===== config.mk =====
export PLATFORM = sky130hd
export DESIGN_NAME = multiturn_encoder_speed
export DESIGN_NICKNAME = d
export VERILOG_FILES = /design/src/rtl/mes_pkg.sv /design/src/rtl/mes_ctrl.sv /design/src/rtl/mes_dpath.sv /design/src/rtl/multiturn_encoder_speed.sv
export SDC_FILE = /design/constraint.sdc
export NUM_CORES = 2
export LEC_CHECK = 0
export BUFFER_PORTS_ARGS = -buffer_cell sky130_fd_sc_hd__buf_2
export CAP_MARGIN = 20
export CORE_MARGIN = 3
export CORE_UTILIZATION = 35
export DETAILED_ROUTE_END_ITERATION = 8
export GPL_ROUTABILITY_DRIVEN = 0
export SKIP_LAST_GASP = 1
export SLEW_MARGIN = 15
export SYNTH_ARGS = -nofsm -noshare
export SYNTH_HDL_FRONTEND = slang
export SYNTH_SLANG_ARGS = --single-unit

===== constraint.sdc =====
create_clock -name clk -period 8.9 [get_ports clk]
set_input_delay 0.89 -clock clk [delete_from_list [all_inputs] [get_ports clk]]
set_output_delay 0.89 -clock clk [all_outputs]
set_load 0.005 [all_outputs]

===== src/rtl/mes_pkg.sv =====
// Shared types and constants for the multi-turn encoder speed block.
`default_nettype none
package mes_pkg;

  // Fixed field widths
  localparam int RAW_W      = 12;
  localparam int ANGLE_EXT_W = 16;
  localparam int INTERVAL_W = 16;
  localparam int TOTAL_W    = 29;
  localparam int SGAIN_W    = 24;
  localparam int WORD_W     = 32;
  localparam int DIR_W      = 3;
  localparam int CFG_IDX_W  = 2;

  // Multiplier operand and product widths
  localparam int OPA_W  = TOTAL_W + 1;
  localparam int OPB_W  = WORD_W + 1;
  localparam int PROD_W = OPA_W + OPB_W;

  // Speed divider: dividend is (magnitude * gain) >> 8
  localparam int SPD_SHIFT   = 8;
  localparam int SPD_PROD_W  = TOTAL_W + SGAIN_W;
  localparam int DIV_STEPS   = SPD_PROD_W - SPD_SHIFT;
  localparam int DIV_CNT_W   = $clog2(DIV_STEPS);
  localparam int REM_W       = INTERVAL_W + 1;

  // Weight rounding
  localparam int WGT_SHIFT = 16;
  localparam int WGT_Q_W   = PROD_W - WGT_SHIFT;
  localparam int WGT_SUM_W = WGT_Q_W + 1;

  // Direction codes
  localparam logic [DIR_W-1:0] DIR_STOP      = 3'd0;
  localparam logic [DIR_W-1:0] DIR_UP        = 3'd1;
  localparam logic [DIR_W-1:0] DIR_DOWN      = 3'd2;
  localparam logic [DIR_W-1:0] DIR_WRAP_UP   = 3'd3;
  localparam logic [DIR_W-1:0] DIR_WRAP_DOWN = 3'd4;

  // Configuration register indexes
  localparam logic [CFG_IDX_W-1:0] REG_SPEED_GAIN    = 2'd0;
  localparam logic [CFG_IDX_W-1:0] REG_WEIGHT_GAIN   = 2'd1;
  localparam logic [CFG_IDX_W-1:0] REG_WEIGHT_OFFSET = 2'd2;

  // Configuration reset values
  localparam logic [SGAIN_W-1:0]       SPEED_GAIN_RST    = 24'd120187;
  localparam logic signed [WORD_W-1:0] WEIGHT_GAIN_RST   = 32'sd25141;
  localparam logic signed [WORD_W-1:0] WEIGHT_OFFSET_RST = -32'sd4863;

  // Controller states
  typedef enum logic [3:0] {
    ST_IDLE,
    ST_CALC,
    ST_MUL_W,
    ST_RND,
    ST_SUM,
    ST_MUL_S,
    ST_DIV_INIT,
    ST_DIV,
    ST_FIN
  } ctrl_state_t;

  // Controller to datapath commands
  typedef struct packed {
    logic accept;
    logic calc;
    logic mul_w;
    logic rnd;
    logic sum;
    logic mul_s;
    logic div_init;
    logic div_step;
    logic load_out;
  } cmd_t;

  // Datapath to controller status
  typedef struct packed {
    logic skip_div;
    logic div_done;
    logic out_free;
  } status_t;

endpackage
`default_nettype wire


===== src/rtl/mes_ctrl.sv =====
// Controller state machine sequencing one item through the datapath.
`default_nettype none
module mes_ctrl (
  input  wire logic           clk,
  input  wire logic           rst,
  input  wire logic           s_tvalid,
  output logic                s_tready,
  input  wire mes_pkg::status_t sts,
  output mes_pkg::cmd_t       cmd
);
  import mes_pkg::*;

  ctrl_state_t state, state_next;

  // State register
  always_ff @(posedge clk) begin
    if (rst) begin
      state <= ST_IDLE;
    end else begin
      state <= state_next;
    end
  end

  // Next state and commands
  always_comb begin
    state_next = state;
    cmd        = '0;
    s_tready   = 1'b0;
    unique case (state)
      ST_IDLE: begin
        // Take no item while reset is held
        if (!rst) begin
          s_tready = 1'b1;
          if (s_tvalid) begin
            cmd.accept = 1'b1;
            state_next = ST_CALC;
          end
        end
      end
      ST_CALC: begin
        cmd.calc   = 1'b1;
        state_next = ST_MUL_W;
      end
      ST_MUL_W: begin
        cmd.mul_w  = 1'b1;
        state_next = ST_RND;
      end
      ST_RND: begin
        cmd.rnd    = 1'b1;
        state_next = ST_SUM;
      end
      ST_SUM: begin
        cmd.sum    = 1'b1;
        state_next = ST_MUL_S;
      end
      ST_MUL_S: begin
        cmd.mul_s  = 1'b1;
        state_next = sts.skip_div ? ST_FIN : ST_DIV_INIT;
      end
      ST_DIV_INIT: begin
        cmd.div_init = 1'b1;
        state_next   = ST_DIV;
      end
      ST_DIV: begin
        cmd.div_step = 1'b1;
        if (sts.div_done) begin
          state_next = ST_FIN;
        end
      end
      ST_FIN: begin
        if (sts.out_free) begin
          cmd.load_out = 1'b1;
          state_next   = ST_IDLE;
        end
      end
      default: begin
        state_next = ST_IDLE;
      end
    endcase
  end

endmodule
`default_nettype wire


===== src/rtl/mes_dpath.sv =====
// Datapath: unwrap state, shared multiplier, speed divider, result register.
`default_nettype none
module mes_dpath #(
  parameter int TURN_BITS  = 16,
  parameter int ANGLE_BITS = 12
) (
  input  wire logic                                 clk,
  input  wire logic                                 rst,
  input  wire mes_pkg::cmd_t                        cmd,
  output mes_pkg::status_t                          sts,
  input  wire logic [mes_pkg::RAW_W-1:0]            raw_angle,
  input  wire logic [mes_pkg::INTERVAL_W-1:0]       interval_ms,
  input  wire logic                                 capture_origin,
  input  wire logic                                 cfg_we,
  input  wire logic [mes_pkg::CFG_IDX_W-1:0]        cfg_index,
  input  wire logic [mes_pkg::WORD_W-1:0]           cfg_data,
  output logic                                      out_valid,
  input  wire logic                                 out_ready,
  output logic [mes_pkg::DIR_W-1:0]                 direction,
  output logic signed [mes_pkg::TOTAL_W-1:0]        total_count,
  output logic signed [mes_pkg::WORD_W-1:0]         speed_value,
  output logic signed [mes_pkg::WORD_W-1:0]         weight_value,
  output logic                                      div_fault
);
  import mes_pkg::*;

  localparam logic signed [ANGLE_BITS:0] HALF     = (ANGLE_BITS+1)'(1) << (ANGLE_BITS - 1);
  localparam logic signed [ANGLE_BITS:0] NEG_HALF = -HALF;

  // Configuration registers
  logic [SGAIN_W-1:0]       speed_gain;
  logic signed [WORD_W-1:0] weight_gain;
  logic signed [WORD_W-1:0] weight_offset;

  always_ff @(posedge clk) begin
    if (rst) begin
      speed_gain    <= SPEED_GAIN_RST;
      weight_gain   <= WEIGHT_GAIN_RST;
      weight_offset <= WEIGHT_OFFSET_RST;
    end else if (cfg_we) begin
      case (cfg_index)
        REG_SPEED_GAIN:    speed_gain    <= cfg_data[SGAIN_W-1:0];
        REG_WEIGHT_GAIN:   weight_gain   <= cfg_data;
        REG_WEIGHT_OFFSET: weight_offset <= cfg_data;
        default: ;
      endcase
    end
  end

  // Input item hold
  logic [ANGLE_BITS-1:0] angle;
  logic [INTERVAL_W-1:0] interval;
  logic                  cap;
  logic [ANGLE_EXT_W-1:0] raw_ext;

  assign raw_ext = {{(ANGLE_EXT_W-RAW_W){1'b0}}, raw_angle};

  always_ff @(posedge clk) begin
    if (cmd.accept) begin
      angle    <= raw_ext[ANGLE_BITS-1:0];
      interval <= interval_ms;
      cap      <= capture_origin;
    end
  end

  // Unwrap state
  logic [ANGLE_BITS-1:0]     last_angle;
  logic [ANGLE_BITS-1:0]     origin_angle;
  logic [TURN_BITS-1:0]      turn_count;
  logic signed [TOTAL_W-1:0] prev_total;

  // Step classification
  logic signed [ANGLE_BITS:0] diff;
  logic [DIR_W-1:0]           dir_next;
  logic [TURN_BITS-1:0]       turn_next;

  assign diff = signed'({1'b0, angle}) - signed'({1'b0, last_angle});

  always_comb begin
    dir_next  = DIR_STOP;
    turn_next = turn_count;
    if (cap) begin
      dir_next = DIR_STOP;
    end else if (diff < NEG_HALF) begin
      dir_next  = DIR_WRAP_UP;
      turn_next = turn_count + TURN_BITS'(1);
    end else if (diff > HALF) begin
      dir_next  = DIR_WRAP_DOWN;
      turn_next = turn_count - TURN_BITS'(1);
    end else if (diff > 0) begin
      dir_next = DIR_UP;
    end else if (diff < 0) begin
      dir_next = DIR_DOWN;
    end
  end

  // Unwrapped total, modulo 2^TOTAL_W
  logic [63:0]               turn_wide;
  logic [ANGLE_BITS-1:0]     origin_next;
  logic [TOTAL_W-1:0]        total_next;
  logic signed [TOTAL_W:0]   delta;
  logic [TOTAL_W-1:0]        delta_mag;

  assign origin_next = cap ? angle : origin_angle;
  assign turn_wide   = {{(64-TURN_BITS){turn_next[TURN_BITS-1]}}, turn_next} << ANGLE_BITS;
  assign total_next  = turn_wide[TOTAL_W-1:0] + TOTAL_W'(angle) - TOTAL_W'(origin_next);
  assign delta       = signed'({total_next[TOTAL_W-1], total_next})
                     - signed'({prev_total[TOTAL_W-1], prev_total});
  assign delta_mag   = delta[TOTAL_W] ? TOTAL_W'(-delta) : delta[TOTAL_W-1:0];

  logic signed [TOTAL_W-1:0] total;
  logic [DIR_W-1:0]          dir;
  logic [TOTAL_W-1:0]        mag;
  logic                      neg;

  // Update unwrap state and hold the item's total and delta
  always_ff @(posedge clk) begin
    if (rst) begin
      last_angle   <= '0;
      origin_angle <= '0;
      turn_count   <= '0;
      prev_total   <= '0;
    end else if (cmd.calc) begin
      last_angle   <= angle;
      origin_angle <= origin_next;
      turn_count   <= turn_next;
      if (!cap) begin
        prev_total <= total_next;
      end
    end
  end

  always_ff @(posedge clk) begin
    if (cmd.calc) begin
      total <= total_next;
      dir   <= dir_next;
      mag   <= delta_mag;
      neg   <= delta[TOTAL_W];
    end
  end

  // Shared multiplier: weight product, then speed product
  logic signed [OPA_W-1:0]  op_a;
  logic signed [OPB_W-1:0]  op_b;
  logic signed [PROD_W-1:0] prod;

  assign op_a = cmd.mul_s ? signed'({1'b0, mag}) : signed'({total[TOTAL_W-1], total});
  assign op_b = cmd.mul_s ? signed'({{(OPB_W-SGAIN_W){1'b0}}, speed_gain})
                          : signed'({weight_gain[WORD_W-1], weight_gain});

  always_ff @(posedge clk) begin
    if (cmd.mul_w || cmd.mul_s) begin
      prod <= op_a * op_b;
    end
  end

  // Weight: round half up, add offset, saturate
  logic signed [PROD_W-1:0]    prod_rnd;
  logic signed [WGT_Q_W-1:0]   wq;
  logic signed [WGT_SUM_W-1:0] wsum;
  logic signed [WORD_W-1:0]    weight;

  assign prod_rnd = prod + PROD_W'(32768);
  assign wsum     = signed'({wq[WGT_Q_W-1], wq})
                  + WGT_SUM_W'(weight_offset);

  always_ff @(posedge clk) begin
    if (cmd.rnd) begin
      wq <= WGT_Q_W'(prod_rnd >>> WGT_SHIFT);
    end
    if (cmd.sum) begin
      if (wsum > WGT_SUM_W'(32'sh7FFFFFFF)) begin
        weight <= 32'sh7FFFFFFF;
      end else if (wsum < WGT_SUM_W'(-33'sh80000000)) begin
        weight <= 32'sh80000000;
      end else begin
        weight <= wsum[WORD_W-1:0];
      end
    end
  end

  // Restoring divider, one quotient bit per cycle
  logic [REM_W-1:0]     rem;
  logic [DIV_STEPS-1:0] dq;
  logic [DIV_CNT_W-1:0] div_cnt;
  logic [REM_W-1:0]     trial;
  logic                 ge;

  assign trial = {rem[REM_W-2:0], dq[DIV_STEPS-1]};
  assign ge    = trial >= {1'b0, interval};

  always_ff @(posedge clk) begin
    if (cmd.div_init) begin
      rem     <= '0;
      dq      <= prod[SPD_PROD_W-1:SPD_SHIFT];
      div_cnt <= '0;
    end else if (cmd.div_step) begin
      rem     <= ge ? trial - {1'b0, interval} : trial;
      dq      <= {dq[DIV_STEPS-2:0], ge};
      div_cnt <= div_cnt + DIV_CNT_W'(1);
    end
  end

  // Saturate the quotient to a signed word
  logic                     q_big;
  logic signed [WORD_W-1:0] speed_sat;
  logic                     zero_int;

  assign zero_int = (interval == '0);
  assign q_big    = |dq[DIV_STEPS-1:WORD_W-1];

  always_comb begin
    if (neg) begin
      speed_sat = q_big ? 32'sh80000000 : -signed'(dq[WORD_W-1:0]);
    end else begin
      speed_sat = q_big ? 32'sh7FFFFFFF : signed'(dq[WORD_W-1:0]);
    end
  end

  // Status
  assign sts.skip_div = cap || zero_int;
  assign sts.div_done = (div_cnt == DIV_CNT_W'(DIV_STEPS - 1));
  assign sts.out_free = !out_valid || out_ready;

  // Result register
  always_ff @(posedge clk) begin
    if (rst) begin
      out_valid <= 1'b0;
    end else if (cmd.load_out) begin
      out_valid <= 1'b1;
    end else if (out_ready) begin
      out_valid <= 1'b0;
    end
  end

  always_ff @(posedge clk) begin
    if (cmd.load_out) begin
      direction    <= dir;
      total_count  <= total;
      speed_value  <= (cap || zero_int) ? '0 : speed_sat;
      weight_value <= weight;
      div_fault    <= !cap && zero_int;
    end
  end

  // Never overwrite a result that has not been taken
  assert property (@(posedge clk) disable iff (rst)
    cmd.load_out |-> (!out_valid || out_ready))
    else $error("result overwritten before taken");

  // The divider runs only with a nonzero divisor
  assert property (@(posedge clk) disable iff (rst)
    cmd.div_step |-> (!cap && !zero_int))
    else $error("divider stepped on a skipped item");

  // Remainder stays below the divisor after every step
  assert property (@(posedge clk) disable iff (rst)
    $past(cmd.div_step) && !$past(rst) |-> (rem < {1'b0, interval}))
    else $error("divider remainder out of range");

endmodule
`default_nettype wire


===== src/rtl/multiturn_encoder_speed.sv =====
// From item accept to result valid an item passes 6 setup steps, 45 divide steps and the load.
// The next item is taken only once the last result is loaded; the divider takes the most steps.
// Items with capture or a zero interval skip the divider: the speed product goes on to the load.
// A finished result waits in an output register while the next item is accepted.
// Reset (rst, synchronous) clears turn count, origin, last angle and previous total,
// and restores the gain and offset registers to their defaults.
`default_nettype none
module multiturn_encoder_speed #(
  parameter int TURN_BITS  = 16,
  parameter int ANGLE_BITS = 12
) (
  input  wire logic        clk,
  input  wire logic        rst,
  // Input items
  input  wire logic        s_tvalid,
  output logic             s_tready,
  input  wire logic [31:0] s_tdata,   // raw_angle[11:0], interval_ms[27:12], zero[31:28]
  input  wire logic        s_tuser,   // capture_origin
  // Result items
  output logic             m_tvalid,
  input  wire logic        m_tready,
  output logic [95:0]      m_tdata,   // direction[2:0], total_count[31:3],
                                      // speed_value[63:32], weight_value[95:64]
  output logic             m_tuser,   // div_fault
  // Configuration writes
  input  wire logic        cfg_valid,
  output logic             cfg_ready,
  input  wire logic [1:0]  cfg_index,
  input  wire logic [31:0] cfg_data
);
  import mes_pkg::*;

  cmd_t    cmd;
  status_t sts;

  logic [DIR_W-1:0]          direction;
  logic signed [TOTAL_W-1:0] total_count;
  logic signed [WORD_W-1:0]  speed_value;
  logic signed [WORD_W-1:0]  weight_value;

  // Take no register write while reset is held
  assign cfg_ready = !rst;

  mes_ctrl u_ctrl (
    .clk      (clk),
    .rst      (rst),
    .s_tvalid (s_tvalid),
    .s_tready (s_tready),
    .sts      (sts),
    .cmd      (cmd)
  );

  mes_dpath #(
    .TURN_BITS  (TURN_BITS),
    .ANGLE_BITS (ANGLE_BITS)
  ) u_dpath (
    .clk            (clk),
    .rst            (rst),
    .cmd            (cmd),
    .sts            (sts),
    .raw_angle      (s_tdata[RAW_W-1:0]),
    .interval_ms    (s_tdata[RAW_W+INTERVAL_W-1:RAW_W]),
    .capture_origin (s_tuser),
    .cfg_we         (cfg_valid && cfg_ready),
    .cfg_index      (cfg_index),
    .cfg_data       (cfg_data),
    .out_valid      (m_tvalid),
    .out_ready      (m_tready),
    .direction      (direction),
    .total_count    (total_count),
    .speed_value    (speed_value),
    .weight_value   (weight_value),
    .div_fault      (m_tuser)
  );

  // Pack the result item
  assign m_tdata = {weight_value, speed_value, total_count, direction};

endmodule
`default_nettype wire

After elaboration in Yosys (flattened, before gate mapping)

Cells that the tools add are included.

Add/subtract/negate cells: 12
Reduce and logical (&&, ||, !) cells: 20
Divide/modulo/power cells: 0
Multipliers: 1
Shifts and indexed selects: 0
Muxes and demuxes: 39
$lt $le $gt $ge: 7
Equality and inequality tests: 14
Bitwise operators: 1

Operator list:

| kind                   | count |
|---|---|
| $mux 32                | 4 |
| $mux 45                | 2 |
| $mux 16                | 4 |
| $add 63x17->63 const B | 1 |
| $mul 30x33->63         | 1 |
| $add 47x32->48         | 1 |
| $gt 48x32->1 const B   | 1 |
| $lt 48x32->1 const B   | 1 |
| $pmux 4 s9             | 1 |
| $mux 33                | 1 |
| $neg 32->32            | 1 |
| $mux 30                | 1 |
| $sub 29x29->30         | 1 |
| $add 28x13->29         | 1 |
| $mux 29                | 1 |
| $neg 29->29            | 1 |
| $sub 29x12->29         | 1 |
| $ge 17x16->1           | 1 |
| $add 16x1->16 const B  | 1 |
| $eq 4x3->1 const B     | 4 |
| $logic_not 16->1       | 1 |
| $mux 1                 | 16 |
| $mux 4                 | 4 |
| $sub 16x1->16 const B  | 1 |
| 28 further kinds       | 42 |

Memory bits (read-only): 0
Memory bits (writable): 0
Latch bits: 0
Memories kept: 0
Word-level logic and storage cells: 122
Input bits: 72
Bits in registers: 559

Depth between registers and ports, before layout

Depth in word-level cells: 10
Depth in mapped cells: 37

Modules after synthesis

Synthesis repeated with hierarchy kept, for this count alone.

Cell total of the unflattened synthesis: 6,511
Area total of the unflattened synthesis: 62,279.7 um2

Modules (own cells, without submodules):

| module                  | area each (um2) | cells an instance | times used | seq. area each (um2) |
|---|---|---|---|---|
| mes_dpath               | 61,949.4        | 6,466             | 1          | 14,624.0 |
| mes_ctrl                | 320.3           | 43                | 1          | 80.1 |
| multiturn_encoder_speed | 10.0            | 2                 | 1          | 0.0 |

Worst setup path after synthesis

No wires, ideal clock.

Kind: register to register
Start: register u_ctrl.state[3]
End: register u_dpath.prod[53] (data pin)
Required time: 8.635 ns
Setup time: 0.265 ns
Cell stages (with the launch flop): 36
Path buffers: 5
Setup slack: -0.384 ns
Arrival time: 9.019 ns
Path through: dfxtp_1 -> buf_2 -> and4bb_2 -> buf_2 -> clkbuf_1 -> clkbuf_1 -> nand2_1 -> nand2_1 -> clkbuf_1 -> nand2_1 -> fa_1 -> inv_1 -> fa_1 -> inv_1 -> fa_1 -> inv_1 -> fa_1 -> ha_1 -> ha_1 -> inv_1 -> fa_1 -> inv_1 -> fa_1 -> ha_1 -> a21oi_1 -> o221ai_1 -> a221o_1 -> a21oi_1 -> o21ba_2 -> o21bai_1 -> a221oi_1 -> o21ai_0 -> a311o_1 -> a211oi_1 -> o21ai_0 -> xor2_1

Word-level cells in the longest chain between the ends: 4
Elaborated cells between the ends (all ways): 5
Classes of those cells: mul: 1; eq/ne: 1; mux: 3

Ends and longest elaborated chain:

| item                               | RTL line                           | source |
|---|---|---|
| start: declaration                 | mes_ctrl.sv:13                     | `ctrl_state_t state, state_next;` |
| start signal: assignment           | mes_ctrl.sv:20                     | `state <= state_next;` |
| $eq 4x3->1 (*)                     | mes_ctrl.sv:29                     | `unique case (state)` |
| $mux 1 (*)                         | mes_ctrl.sv:29                     |  |
| $mux 30 or $mux 33 (tied branches) | mes_dpath.sv:147, mes_dpath.sv:148 |  |
| $mul 30x33->63 (*)                 | mes_dpath.sv:153                   | `prod <= op_a * op_b;` |
| end signal: assignment             | mes_dpath.sv:153                   |  |
| end: declaration                   | mes_dpath.sv:145                   | `logic signed [PROD_W-1:0] prod;` |

Mark *: on every way between the ends. The rest lies on a longest branch, timed or not.
A chain may end at the register's enable or synchronous reset.

Final worst setup path

Start: register u_ctrl.state[2]
End: register u_dpath.prod[53] (data pin)

The elaborated chain is that of the path after synthesis.

==> results.yml <==
route:
  wl_mm: 182
  post_drt_wl_per_cell_um: 18.8
  first_iter_violations: 3326
  vias: 47998
  drt_first_pass_iters: 7
  ant_nets: 0
  drc: 0
  routed_via_density: 4.96
sta:
  setup_viol: 0
  finalCritPeriodShare_pct: 99.5
  rsz0062_at_grt: "true"
  finalClockSkew_ns: 0.0403
  fin_ws_ns: 0.0416
  tns_ns: 0
  max_slew_margin_pct: 29.1
  slew_violations: 0
  hold_viol_final: 0
  worst_pin_slew_ns: 1.06
  finalCriticalPeriod_ns: 8.86
  fmax_mhz: 113
global_routing:
  grt_pass1_wl_mm: 281
  grt_util_met2_pct: 31.4
  antenna_found_initial: 6
  grt.overflow.total: 0
  grt_use_met1_pct: 27.1
  grt.total_usage_pct: 19.4
  grt_busiest_layer: "met2"
  grt.met3_usage_pct: 3.23
  grt_pass1_vias: 49477
  grt_start_max_net_pins: 65
min_path:
  hold_path.class: "primary input to register"
setup_path:
  required_ns: 9.32
  cp-end-kind: "register"
  worstSetupPathType: "register to register"
  startpoint: "u_ctrl.state[2]"
  reg2reg_depth: 41
  cp_data_arrival_time_ns: 9.28
  r2r_start: "u_ctrl.state[2]"
  endpoint: "u_dpath.prod[53]"
  worstPathMaxFanout: 8
  critPathLaunchType: "register"
  cpPeakStageDelay_ns: 0.55
  r2r_end: "u_dpath.prod[53]"
  slowest_stage: "fa_2"
  regToRegSetupSlack_ns: 0.04
floorplanning:
  start_util_pct: 35.3
  fp.dieArea_um2: 183000
  num_rows: 154
  die_x_um: 428
  pin_count: 172
  core_area_um2: 177000
  fp.dieH_um: 428
placed_design:
  dp.cells: 9415
  pre_cts_ws_ns: -0.867
  portBuffers: 167
  dp_hpwl_mm: 145
logic_synthesis:
  syn-instance-count: 6692
  synth_area_per_cell_um2: 9.32
  synth_area_um2: 62400
  yosysSeqAreaShare_pct: 23.6
  synth_cell_types: 94
  synth_edf_count: 367
  synth_warnings: 0
  async_flop_share_pct: 0
  synth-main-ff-cell: "edfxtp_1"
  syn-num-nets: 8088
  synth-seq-cells: 551
clock_network:
  postCtsHoldBufs: 0
  cts_buffers: 61
  clk_pin_slew_ns: 0.06
  clock_path_buffers: 3
  cts_htree_levels: 2
  insertion_delay_ns: 0.70
  cts_root_buf: "clkbuf_16"
  cts_tree: "built"
  cts.sinks: 551
final_layout:
  fin_cells: 9668
  drive_above_1_share_pct: 16.5
  fillCellCount: 16995
  nets: 8666
  syn_to_final_growth_pct: 19.5
status:
  outcome: "completed"
run:
  cap_violations: 0
cell families after synthesis:
family / after synthesis / synth area share [%]
compound gates: 747 / 7.64
xor+xnor: 279 / 3.92
fa+ha+maj: 1324 / 38.9
buf+inv: 1501 / 9.06
flops: 551 / 23.6
mux: 89 / 1.52
simple gates: 2201 / 15.4
synthesized netlist by cell type, types with 23 or more instances:
cell type,instances,area share (%)
a211oi_1,35,0.42
a21o_1,80,0.96
a21oi_1,241,1.9
a31oi_1,26,0.26
and2_1,89,0.89
and3_1,28,0.28
buf_1,26,0.16
clkbuf_1,262,1.6
dfxtp_1,184,5.9
edfxtp_1,367,18
fa_1,1026,33
ha_1,298,6.0
inv_1,1201,7.2
mux2_2,44,0.79
mux2i_1,45,0.72
nand2_1,1333,8.0
nand2b_1,40,0.40
nand3_1,126,1.0
nand4_1,41,0.41
nor2_1,318,1.9
nor2b_1,68,0.68
nor3_1,46,0.37
o21ai_0,160,1.3
or3_1,23,0.23
xnor2_1,182,2.6
xor2_1,97,1.4
cell usage in the layout, fill, tap and decap left out, types with 44 or more instances in the layout:
cell type	instances
nor3_1	44
buf_12	89
a21oi_1	224
and2_1	84
fa_2	44
nor2_1	313
edfxtp_1	367
ha_1	278
xnor2_1	180
nand3_1	126
o21ai_0	150
nand2_1	1286
mux2_2	44
nor2b_1	59
xor2_1	97
buf_4	501
inv_1	1185
buf_2	167
fa_1	982
dfxtp_1	180
a21o_1	80
clkbuf_16	70
routing by layer:
metal,part of all wire (%),up-vias
met2,46,1545
met1,44,24020
met5,0,-
met4,2.7,0
met3,7.2,253
li1,-,22180
layout make-up:
class                           count  area, um2  share of cell area (%)
Timing Repair Buffer              811       7220                    9.69
Clock buffer                       76       1670                    2.25
Sequential cell                   551      14700                    19.7
Tap cell                         2340       2930                    3.93
Inverter                         1204       4520                    6.07
Multi-Input combinational cell   4641      43000                    57.7
Clock inverter                     40        434                   0.582
Antenna cell                        5       12.5                  0.0168
per-stage QoR:
step	instance area [um2]	util (%)	hold slack (ns)
floorplan	62400	-	0.400
global placement	69700	39.5	0.405
detailed placement	69700	39.5	0.405
CTS	73100	41.4	0.329
global route	74500	42.2	0.334
finish	74500	42.2	0.376
flip-flops by register name, summed over array words and instances (netlist names), 29 cells and up:
register	cells
u_dpath.prod	55
u_dpath.wq	47
u_dpath.dq	45
u_dpath.speed_value	32
u_dpath.weight	32
u_dpath.weight_gain	32
u_dpath.weight_offset	32
u_dpath.weight_value	32
u_dpath.mag	29
u_dpath.prev_total	29
u_dpath.total	29
u_dpath.total_count	29
timing repair:
| item | CTS | global route |
|---|---|---|
| gates resized for setup | 130 | 179 |
| buffers inserted | 57 | 62 |
| pin swaps | 71 | 137 |
| gates cloned | 7 | 8 |
| endpoints found under the setup margin | 22 | 19 |
worst min path at each step:
stage                  startpoint                       end  depth (start not counted)
3_3_place_gp   u_dpath.weight[31]  u_dpath.weight_value[31]                          0
5_1_grt               s_tdata[12]       u_dpath.interval[0]                          1
2_1_floorplan      u_dpath.dir[0]      u_dpath.direction[0]                          0
4_1_cts               s_tdata[25]      u_dpath.interval[13]                          1
6_report              s_tdata[12]       u_dpath.interval[0]                          1
3_5_place_dp   u_dpath.weight[11]  u_dpath.weight_value[11]                          0
worst max-delay path: cells and delay by family, from the launching register on:
kind	cells	cell delay (ns)
AOI/OAI and AO/OA	10	2.16
xor gates and xnor gates	1	0.18
adders and majority gates	9	3.49
buffers and inverters	15	1.71
DFF	1	0.36
and+or+nand+nor	6	0.65
Power is not shown: default switching activity piles up to over one toggle a cycle in this logic, so the estimate is an artifact.
